==> src/sv/asa_pkg.sv <==
package asa_pkg;

    localparam int unsigned ADDR_W  = 32;
    localparam int unsigned SIZE_W  = 32;
    localparam int unsigned ALIGN_W = 4;
    localparam int unsigned STAT_W  = 3;
    localparam int unsigned LIVE_W  = 7;
    localparam int unsigned ADJ_W   = 13;
    localparam int unsigned CFG_W   = 32;

    localparam logic [ALIGN_W-1:0] MAX_ALIGN_LOG2 = 4'd12;

    localparam logic [ADDR_W-1:0] RESET_BASE = 32'd0;
    localparam logic [SIZE_W-1:0] RESET_POOL = 32'd65536;

    typedef enum logic [0:0] {
        OP_ALLOC = 1'b0,
        OP_FREE  = 1'b1
    } t_opcode;

    typedef enum logic [STAT_W-1:0] {
        ST_OK          = 3'd0,
        ST_NO_SPACE    = 3'd1,
        ST_STACK_FULL  = 3'd2,
        ST_NOTHING     = 3'd3,
        ST_NOT_TOP     = 3'd4
    } t_status;

    typedef enum logic [0:0] {
        CFG_BASE_ADDRESS = 1'b0,
        CFG_POOL_BYTES   = 1'b1
    } t_cfg_idx;

    typedef struct packed {
        logic [SIZE_W-1:0] size;
        logic [ADJ_W-1:0]  adjust;
    } t_header;

endpackage

==> src/sv/asa_if.sv <==
interface asa_req_if;
    import asa_pkg::*;

    logic                valid;
    logic                ready;
    logic [0:0]          opcode;
    logic [SIZE_W-1:0]   request_size;
    logic [ALIGN_W-1:0]  align_log2;
    logic [ADDR_W-1:0]   free_address;

    modport source (output valid, opcode, request_size, align_log2, free_address,
                    input ready);
    modport sink   (input valid, opcode, request_size, align_log2, free_address,
                    output ready);
endinterface

interface asa_rsp_if;
    import asa_pkg::*;

    logic                valid;
    logic                ready;
    logic [STAT_W-1:0]   status;
    logic [ADDR_W-1:0]   block_address;
    logic [SIZE_W-1:0]   bytes_left;
    logic [LIVE_W-1:0]   live_count;

    modport source (output valid, status, block_address, bytes_left, live_count,
                    input ready);
    modport sink   (input valid, status, block_address, bytes_left, live_count,
                    output ready);
endinterface

==> src/sv/aligned_stack_allocator_top.sv <==
// An accepted item passes through the input register and then the result register before its result is valid.
// One item per cycle while the response side does not stall; state and header stack update in the same pass.
// Top-of-stack header is held in a register, the one below it is prefetched from the
// header RAM, so a free never waits on the RAM read.
// Reset (sync, active low): base 0, pool 65536, stack empty; a config write also empties it.
module aligned_stack_allocator_top #(
    parameter int unsigned MAX_ALLOCATIONS = 64,
    parameter int unsigned HEADER_BYTES    = 8
) (
    input  logic                     i_clk,
    input  logic                     i_rst_n,
    input  logic                     i_cfg_we,
    input  logic [0:0]               i_cfg_idx,
    input  logic [asa_pkg::CFG_W-1:0] i_cfg_data,
    asa_req_if.sink                  i_req,
    asa_rsp_if.source                o_rsp
);
    import asa_pkg::*;

    localparam int unsigned CNT_W = $clog2(MAX_ALLOCATIONS + 1);
    localparam int unsigned AW    = (MAX_ALLOCATIONS > 1) ? $clog2(MAX_ALLOCATIONS) : 1;
    localparam logic [CNT_W-1:0] CNT_MAX = CNT_W'(MAX_ALLOCATIONS);
    localparam logic [ADJ_W-1:0] HDR     = ADJ_W'(HEADER_BYTES);

    // configuration
    logic [ADDR_W-1:0] r_base;
    logic [SIZE_W-1:0] r_pool;

    // allocator state
    logic [ADDR_W-1:0] r_top,   n_top;
    logic [SIZE_W-1:0] r_space, n_space;
    logic [CNT_W-1:0]  r_count, n_count;
    t_header           r_tos, r_nos;
    t_header           mem [MAX_ALLOCATIONS];

    // input register
    logic               r_in_v;
    t_opcode            r_op;
    logic [SIZE_W-1:0]  r_size;
    logic [ALIGN_W-1:0] r_lg;
    logic [ADDR_W-1:0]  r_faddr;

    // result register
    logic              r_out_v;
    t_status           r_status, n_status;
    logic [ADDR_W-1:0] r_block,  n_block;

    logic advance, fire, do_push, do_pop;

    assign advance     = !r_out_v || o_rsp.ready;
    assign fire        = r_in_v && advance;
    assign i_req.ready = !r_in_v || advance;

    // padding computation
    logic [ALIGN_W-1:0] lg;
    logic [ADJ_W-1:0]   mask, adj0, need, adj;

    always_comb begin
        lg   = (r_lg > MAX_ALIGN_LOG2) ? MAX_ALIGN_LOG2 : r_lg;
        mask = (ADJ_W'(1) << lg) - ADJ_W'(1);
        adj0 = (ADJ_W'(0) - r_top[ADJ_W-1:0]) & mask;
        need = HDR - adj0;
        adj  = adj0;
        if (adj0 < HDR) begin
            adj = adj0 + (((need + mask) >> lg) << lg);
        end
    end

    logic [ADDR_W-1:0] push_block;
    logic [ADDR_W-1:0] pop_addr;
    logic              no_space;

    assign push_block = r_top + ADDR_W'(adj);
    assign pop_addr   = r_top - r_tos.size;
    assign no_space   = ({1'b0, SIZE_W'(adj)} + {1'b0, r_size}) > {1'b0, r_space};

    always_comb begin
        n_top    = r_top;
        n_space  = r_space;
        n_count  = r_count;
        n_status = ST_OK;
        n_block  = '0;
        do_push  = 1'b0;
        do_pop   = 1'b0;
        unique case (r_op)
            OP_ALLOC: begin
                priority if (r_count >= CNT_MAX) begin
                    n_status = ST_STACK_FULL;
                end else if (no_space) begin
                    n_status = ST_NO_SPACE;
                end else begin
                    do_push = 1'b1;
                    n_block = push_block;
                    n_top   = push_block + r_size;
                    n_space = r_space - (SIZE_W'(adj) + r_size);
                    n_count = r_count + CNT_W'(1);
                end
            end
            OP_FREE: begin
                priority if (r_count == '0) begin
                    n_status = ST_NOTHING;
                end else if (pop_addr != r_faddr) begin
                    n_status = ST_NOT_TOP;
                end else begin
                    do_pop  = 1'b1;
                    n_top   = r_faddr - ADDR_W'(r_tos.adjust);
                    n_space = r_space + r_tos.size + SIZE_W'(r_tos.adjust);
                    n_count = r_count - CNT_W'(1);
                end
            end
            default: ;
        endcase
    end

    // control registers
    always_ff @(posedge i_clk) begin
        if (!i_rst_n) begin
            r_base  <= RESET_BASE;
            r_pool  <= RESET_POOL;
            r_top   <= RESET_BASE;
            r_space <= RESET_POOL;
            r_count <= '0;
            r_in_v  <= 1'b0;
            r_out_v <= 1'b0;
        end else begin
            if (i_req.valid && i_req.ready) begin
                r_in_v <= 1'b1;
            end else if (advance) begin
                r_in_v <= 1'b0;
            end
            if (advance) begin
                r_out_v <= r_in_v;
            end
            if (i_cfg_we) begin
                unique case (t_cfg_idx'(i_cfg_idx))
                    CFG_BASE_ADDRESS: begin
                        r_base <= i_cfg_data;
                        r_top  <= i_cfg_data;
                        r_space <= r_pool;
                    end
                    CFG_POOL_BYTES: begin
                        r_pool  <= i_cfg_data;
                        r_space <= i_cfg_data;
                        r_top   <= r_base;
                    end
                    default: ;
                endcase
                r_count <= '0;
            end else if (fire) begin
                r_top   <= n_top;
                r_space <= n_space;
                r_count <= n_count;
            end
        end
    end

    // payload registers
    always_ff @(posedge i_clk) begin
        if (i_req.valid && i_req.ready) begin
            r_op    <= t_opcode'(i_req.opcode);
            r_size  <= i_req.request_size;
            r_lg    <= i_req.align_log2;
            r_faddr <= i_req.free_address;
        end
        if (fire) begin
            r_status <= n_status;
            r_block  <= n_block;
        end
    end

    // header stack: top in r_tos, next below in r_nos, all entries in mem
    logic [AW-1:0] push_idx, pop_rd_idx;
    logic [CNT_W-1:0] cnt_m3;

    assign cnt_m3     = r_count - CNT_W'(3);
    assign push_idx   = r_count[AW-1:0];
    assign pop_rd_idx = cnt_m3[AW-1:0];

    always_ff @(posedge i_clk) begin
        if (fire && do_push) begin
            mem[push_idx] <= '{size: r_size, adjust: adj};
            r_tos <= '{size: r_size, adjust: adj};
            r_nos <= r_tos;
        end else if (fire && do_pop) begin
            r_tos <= r_nos;
            r_nos <= mem[pop_rd_idx];
        end
    end

    assign o_rsp.valid         = r_out_v;
    assign o_rsp.status        = r_status;
    assign o_rsp.block_address = r_block;
    assign o_rsp.bytes_left    = r_space;
    assign o_rsp.live_count    = LIVE_W'(r_count);

`ifndef SYNTHESIS
    a_count_bound: assert property (@(posedge i_clk) disable iff (!i_rst_n)
        r_count <= CNT_MAX)
        else $error("live count above capacity");

    a_push_count: assert property (@(posedge i_clk) disable iff (!i_rst_n)
        (fire && do_push && !i_cfg_we) |=> (r_count == $past(r_count) + CNT_W'(1)))
        else $error("allocate did not advance the count");

    a_pop_top: assert property (@(posedge i_clk) disable iff (!i_rst_n)
        (fire && do_pop && !i_cfg_we) |=> (r_top == $past(r_faddr) - ADDR_W'($past(r_tos.adjust))))
        else $error("free did not restore the top");

    a_fail_zero: assert property (@(posedge i_clk) disable iff (!i_rst_n)
        (r_out_v && r_status != ST_OK) |-> (r_block == '0))
        else $error("failed item carries an address");
`endif

endmodule
==> src/flat_wrapper.sv <==
// flat-port wrapper written by rule: the top's interface ports become plain ports
module aligned_stack_allocator_top_flat import asa_pkg::*;
#(
    parameter int unsigned MAX_ALLOCATIONS = 64,
    parameter int unsigned HEADER_BYTES    = 8
)
  (i_clk, i_rst_n, i_cfg_we, i_cfg_idx, i_cfg_data, i_req_valid, i_req_opcode, i_req_request_size, i_req_align_log2, i_req_free_address, i_req_ready, o_rsp_valid, o_rsp_status, o_rsp_block_address, o_rsp_bytes_left, o_rsp_live_count, o_rsp_ready);
  asa_req_if i_req_i ();
  asa_rsp_if o_rsp_i ();
  input  logic i_clk;
  input  logic i_rst_n;
  input  logic i_cfg_we;
  input  logic [0:0] i_cfg_idx;
  input  logic [asa_pkg::CFG_W-1:0] i_cfg_data;
  input wire logic [$bits(i_req_i.valid)-1:0] i_req_valid;
  input wire logic [$bits(i_req_i.opcode)-1:0] i_req_opcode;
  input wire logic [$bits(i_req_i.request_size)-1:0] i_req_request_size;
  input wire logic [$bits(i_req_i.align_log2)-1:0] i_req_align_log2;
  input wire logic [$bits(i_req_i.free_address)-1:0] i_req_free_address;
  output wire logic [$bits(i_req_i.ready)-1:0] i_req_ready;
  output wire logic [$bits(o_rsp_i.valid)-1:0] o_rsp_valid;
  output wire logic [$bits(o_rsp_i.status)-1:0] o_rsp_status;
  output wire logic [$bits(o_rsp_i.block_address)-1:0] o_rsp_block_address;
  output wire logic [$bits(o_rsp_i.bytes_left)-1:0] o_rsp_bytes_left;
  output wire logic [$bits(o_rsp_i.live_count)-1:0] o_rsp_live_count;
  input wire logic [$bits(o_rsp_i.ready)-1:0] o_rsp_ready;
  assign i_req_i.valid = i_req_valid;
  assign i_req_i.opcode = i_req_opcode;
  assign i_req_i.request_size = i_req_request_size;
  assign i_req_i.align_log2 = i_req_align_log2;
  assign i_req_i.free_address = i_req_free_address;
  assign i_req_ready = i_req_i.ready;
  assign o_rsp_valid = o_rsp_i.valid;
  assign o_rsp_status = o_rsp_i.status;
  assign o_rsp_block_address = o_rsp_i.block_address;
  assign o_rsp_bytes_left = o_rsp_i.bytes_left;
  assign o_rsp_live_count = o_rsp_i.live_count;
  assign o_rsp_i.ready = o_rsp_ready;
  aligned_stack_allocator_top #(.MAX_ALLOCATIONS(MAX_ALLOCATIONS), .HEADER_BYTES(HEADER_BYTES)) u_core (.i_clk(i_clk), .i_rst_n(i_rst_n), .i_cfg_we(i_cfg_we), .i_cfg_idx(i_cfg_idx), .i_cfg_data(i_cfg_data), .i_req(i_req_i), .o_rsp(o_rsp_i));
endmodule
==> config.mk <==
export PLATFORM = sky130hd
export DESIGN_NAME = aligned_stack_allocator_top_flat
export DESIGN_NICKNAME = d
export VERILOG_FILES = /design/src/sv/asa_pkg.sv /design/src/sv/asa_if.sv /design/src/sv/aligned_stack_allocator_top.sv /design/src/flat_wrapper.sv
export SDC_FILE = /design/constraint.sdc
export NUM_CORES = 2
export LEC_CHECK = 0
export BUFFER_PORTS_ARGS = -buffer_cell sky130_fd_sc_hd__clkbuf_2
export CORE_MARGIN = 2
export CORE_UTILIZATION = 30
export DETAILED_ROUTE_END_ITERATION = 8
export GPL_TIMING_DRIVEN = 0
export MAX_ROUTING_LAYER = met4
export PLACE_DENSITY_LB_ADDON = 0.2
export SYNTH_ARGS = -nofsm -noshare
export SYNTH_HDL_FRONTEND = slang
export SYNTH_SLANG_ARGS = --single-unit
==> constraint.sdc <==
create_clock -name i_clk -period 20.2 [get_ports i_clk]
set_input_delay 6.06 -clock i_clk [delete_from_list [all_inputs] [get_ports i_clk]]
set_output_delay 6.06 -clock i_clk [all_outputs]
set_load 0.05 [all_outputs]
==> summary.md <==
| Metric | Value |
|---|---|
| Total GRT Usage | between 20% and 30% |
| Area of the multi-input gates | 0.0409 mm^2 |
| Post-CTS setup buffer count | 0 |
| Clk Latency, worst-skew pair | just over 1 ns |
| CTS tree | done |
| Post-DP HPWL | 353000 um |
| Class of the tightest hold or removal check | flop to flop |
| Final Cycle Share | 83.6% |
| Post-synth EDFFs | a little over 3000 |
| Hold Vio Cnt, Final | 0 |
| Starting Density | between 30% and 40% |
| Critical Path Source Type | flop |
| Reg power frac | 48.9% |
| NetSw | ~3.8 mW |
| Vias in the first global route | ~78000 |
| Largest area contributor in the netlist | edfxtp_1 |
| Worst reg2reg path depth | 50 |
| #FFs+latches synth | 3211 |
| Antenna viol nets, final | 0 |
| Rel. slew slack | less than 1% |
| Synth Area in XOR/XNOR | under 10% |
| Fmax | between 50 and 60 MHz |
| MaxCap Viol Count | 2 |
| Final wirelength | around 480000 um |
| Placer congestion estimate | 0.916 |
| Fin area | 0.164 mm^2 |
| Port bufs | between 150 and 200 |
| Yosys top cell area share | approximately 67% |
| Status | complete, but fails checks |
| Placeable Area | between 0.4 and 0.5 mm^2 |
| Failing checks | capacitance limit |
| Sequential cell area fraction in the yosys report | 69.0% |
| Sink Count | approximately 3200 |
| Worst path slowest cell | nor2_1 |
| Iteration-0 DRC count of the detailed router | between 8000 and 9000 |
| Finished Layout Cells | 14925 |
| Synth cell types | ~100 |
| Mux contribution to synthesized area | 16.1% |
| Die width | slightly below 700 um |
| Via/cell ratio | between 5 and 6 |
| Critical path's largest stage delay | approximately 1.1 ns |
| Post-synth top flop | edfxtp_1 |
| Row cnt | about 250 |
| Final setup TNS | 0 ns |
| Most frequent cells in the layout | 3074 x edfxtp_1, 903 x mux4_2, 474 x nand2_1 |
| Initial antenna violation count | 35 |
| Comb power frac | between 10% and 20% |
| Pre-CTS WS | about 3.3 ns |
| Inst Count DP | ~14000 |
| Layout cells sized above 1 | around 25% |
| Critical-path maximum fanout | 19 |
| Commonest non-fill, non-tap cell in the layout | edfxtp_1 |
| I/O pin count | around 180 |
| Hold path depth | 2 |
| WHS | 0.457 ns |
| Synth area leaders | edfxtp_1 67%, mux4_2 15%, ha_1 2.5% |
| Global-route wire length before repair | around 650000 um |
| Slew Viols, Final | 0 |
| Die Y-Extent | just under 700 um |
| Critical Path Sink Type | flop |
| DR DRC count | 0 |
| Root Driver | clkbuf_16 |
| Synth Area in Adders | 3.03% |
| CP Data Required Time | approximately 21 ns |
| Register area | 0.0951 mm^2 |
| Leakage | approximately 53 nW |
| CTS Buffer Depth | 4 |
| Pwr/cell area | roughly 93 mW/mm^2 |
| Post-Syn Area per Cell | 18.1 um^2 |
| Cell Area, Synth | between 0.1 and 0.15 mm^2 |
| Die area | roughly 0.46 mm^2 |
| Crit path arrival time | 17.52 ns |
| Final setup fails | 0 |
| RSZ-0062 raised after global routing | false |
| Dpl cell area | approximately 0.15 mm^2 |
| Filler cells | ~43000 |
| Post-synth ARST share | 0% |
| Htree depth | 5 |
| Largest family of logic cells by synthesized area | multiplexers |
| First-pass DRT Iterations | 6 |
| Synth Area in Simple Gates | 4.05% |
| Layout Nets | ~8900 |
| Worst-Margin Slew | 1.50 ns |
| Hold bufs inserted after CTS | 0 |
| Int Power | between 10 and 15 mW |
| Synth Warn # | 0 |
| Clk_skew | roughly 0.11 ns |
| WS Path Type | flop to flop |
| DR WL/cell | around 32 um |
| Fin worst setup slack | between 3 and 4 ns |
| Total CTS buffers | around 350 |
| # resized after CTS | 0 |
| Largest net degree at the start of global routing | 71 |
| Vias post-DR | ~79000 |
| Minimum clock period | 16.89 ns |
| Area growth syn-to-layout | 19.0% |
| Syn Inst Count | between 7000 and 8000 |
| Syn nets | 8046 |
| Clock Pin Slew Worst Setup and Hold Paths | about 0.060 ns |
| Peak supply drop | roughly 0.089 mV |
| Total global routing overflow | 0 |
| Switching share of power | 25.2% |
| Post-synthesis compound-gate area fraction | under 10% |
| Clock share of power | approximately two fifths |
[final timing paths]
path                           from                 end  slack [ns]
hold / removal    u_core.r_pool[11]   u_core.r_pool[11]        0.46
hold reg to reg   u_core.r_pool[11]   u_core.r_pool[11]        0.46
setup / recovery     u_core.r_lg[2]  u_core.mem[13][24]        3.31
setup reg to reg     u_core.r_lg[2]  u_core.mem[13][24]        3.31
[Yosys cell counts (all sizes together) (10+ instances only)]
library cell,number
fa,36
o21a,34
xnor2,137
a31o,10
nand2,475
dfxtp,137
nor4,26
a2111oi,10
buf,107
and2,17
clkbuf,266
edfxtp,3074
nor2b,47
o21bai,15
a21oi,284
mux2i,90
nand4,35
o211ai,80
a211oi,48
nand3,64
mux2,85
or2,16
nor3,93
a31oi,48
and3,51
or3,29
nand2b,39
o31ai,20
or4,12
a21o,71
o22ai,12
mux4,903
a311oi,19
ha,276
inv,228
nor2,234
o21ai,256
nor3b,12
xor2,92
[metrics by stage]
stage,power (mW),util (%)
3_5_place_dp,9.21,33.5
5_1_grt,15.7,35.9
6_report,15.2,35.9
4_1_cts,15.4,35.9
3_3_place_gp,9.12,32.0
2_1_floorplan,8.53,-
[state kept, by name, indices dropped and copies added, names as in the netlist]
| signal | count |
|---|---|
| u_core.mem | 2880 |
| u_core.r_nos | 45 |
| u_core.r_tos | 45 |
| u_core.o_rsp.block_address | 32 |
| u_core.o_rsp.bytes_left | 32 |
| u_core.r_base | 32 |
| u_core.r_faddr | 32 |
| u_core.r_pool | 32 |
| u_core.r_size | 32 |
| u_core.r_top | 32 |
| u_core.o_rsp.live_count | 7 |
| u_core.r_lg | 4 |
| u_core.o_rsp.status | 3 |
| u_core.o_rsp.valid | 1 |
| u_core.r_in_v | 1 |
| u_core.r_op | 1 |
[final cells by class]
| cell class | instances | share of cell area, % |
|---|---|---|
| antenna | 22 | 0.0336 |
| buffer | 373 | 0.920 |
| clock buffer | 433 | 5.57 |
| clock inverter | 191 | 1.02 |
| inverter | 231 | 0.529 |
| multi-input combinational | 3812 | 24.9 |
| sequential | 3211 | 58.0 |
| tap | 6125 | 4.67 |
| timing repair buffer | 527 | 4.32 |
[per-layer routing]
layer	vias up	routed length, um	part of all wire (%)	GRT usage (%)
li1	32767	-	-	-
met2	2952	230000	48	33.2
met5	-	0	0	-
met4	0	18200	3.8	7.04
met3	707	26500	5.6	2.39
met1	42432	203000	42	27.3
[power groups by stage]
stage | Combinational, mW | Clock [mW] | Sequential, mW
detailed placement | 1.61 | 0 | 7.60
floorplan | 0.897 | 0 | 7.63
global route | 1.74 | 6.53 | 7.46
global placement | 1.42 | 0 | 7.70
CTS | 1.62 | 6.28 | 7.46
finish | 1.63 | 6.16 | 7.46
[worst max-delay path, delay by kind of cell, from the launching register on]
| kind | cells | cell delay, ns |
|---|---|---|
| compound gates | 17 | 5.59 |
| xor+xnor | 1 | 0.20 |
| fa+ha+maj | 5 | 1.46 |
| buf+inv | 5 | 1.28 |
| flops | 1 | 0.53 |
| mux | 1 | 0.25 |
| simple gates | 21 | 7.18 |
[logic make-up (layout without fill, tap and decap cells)]
kind of cell               count (synthesis)  count (layout)
other                                      2              24
and+or+nand+nor                         1184            1184
muxes                                   1078            1078
buffers and inverters                    604            1755
DFF                                     3211            3211
AOI/OAI and AO/OA                       1007            1007
adders and majority gates                312             312
xor gates and xnor gates                 229             229
No activity file was read; power rests on OpenSTA's default activity.
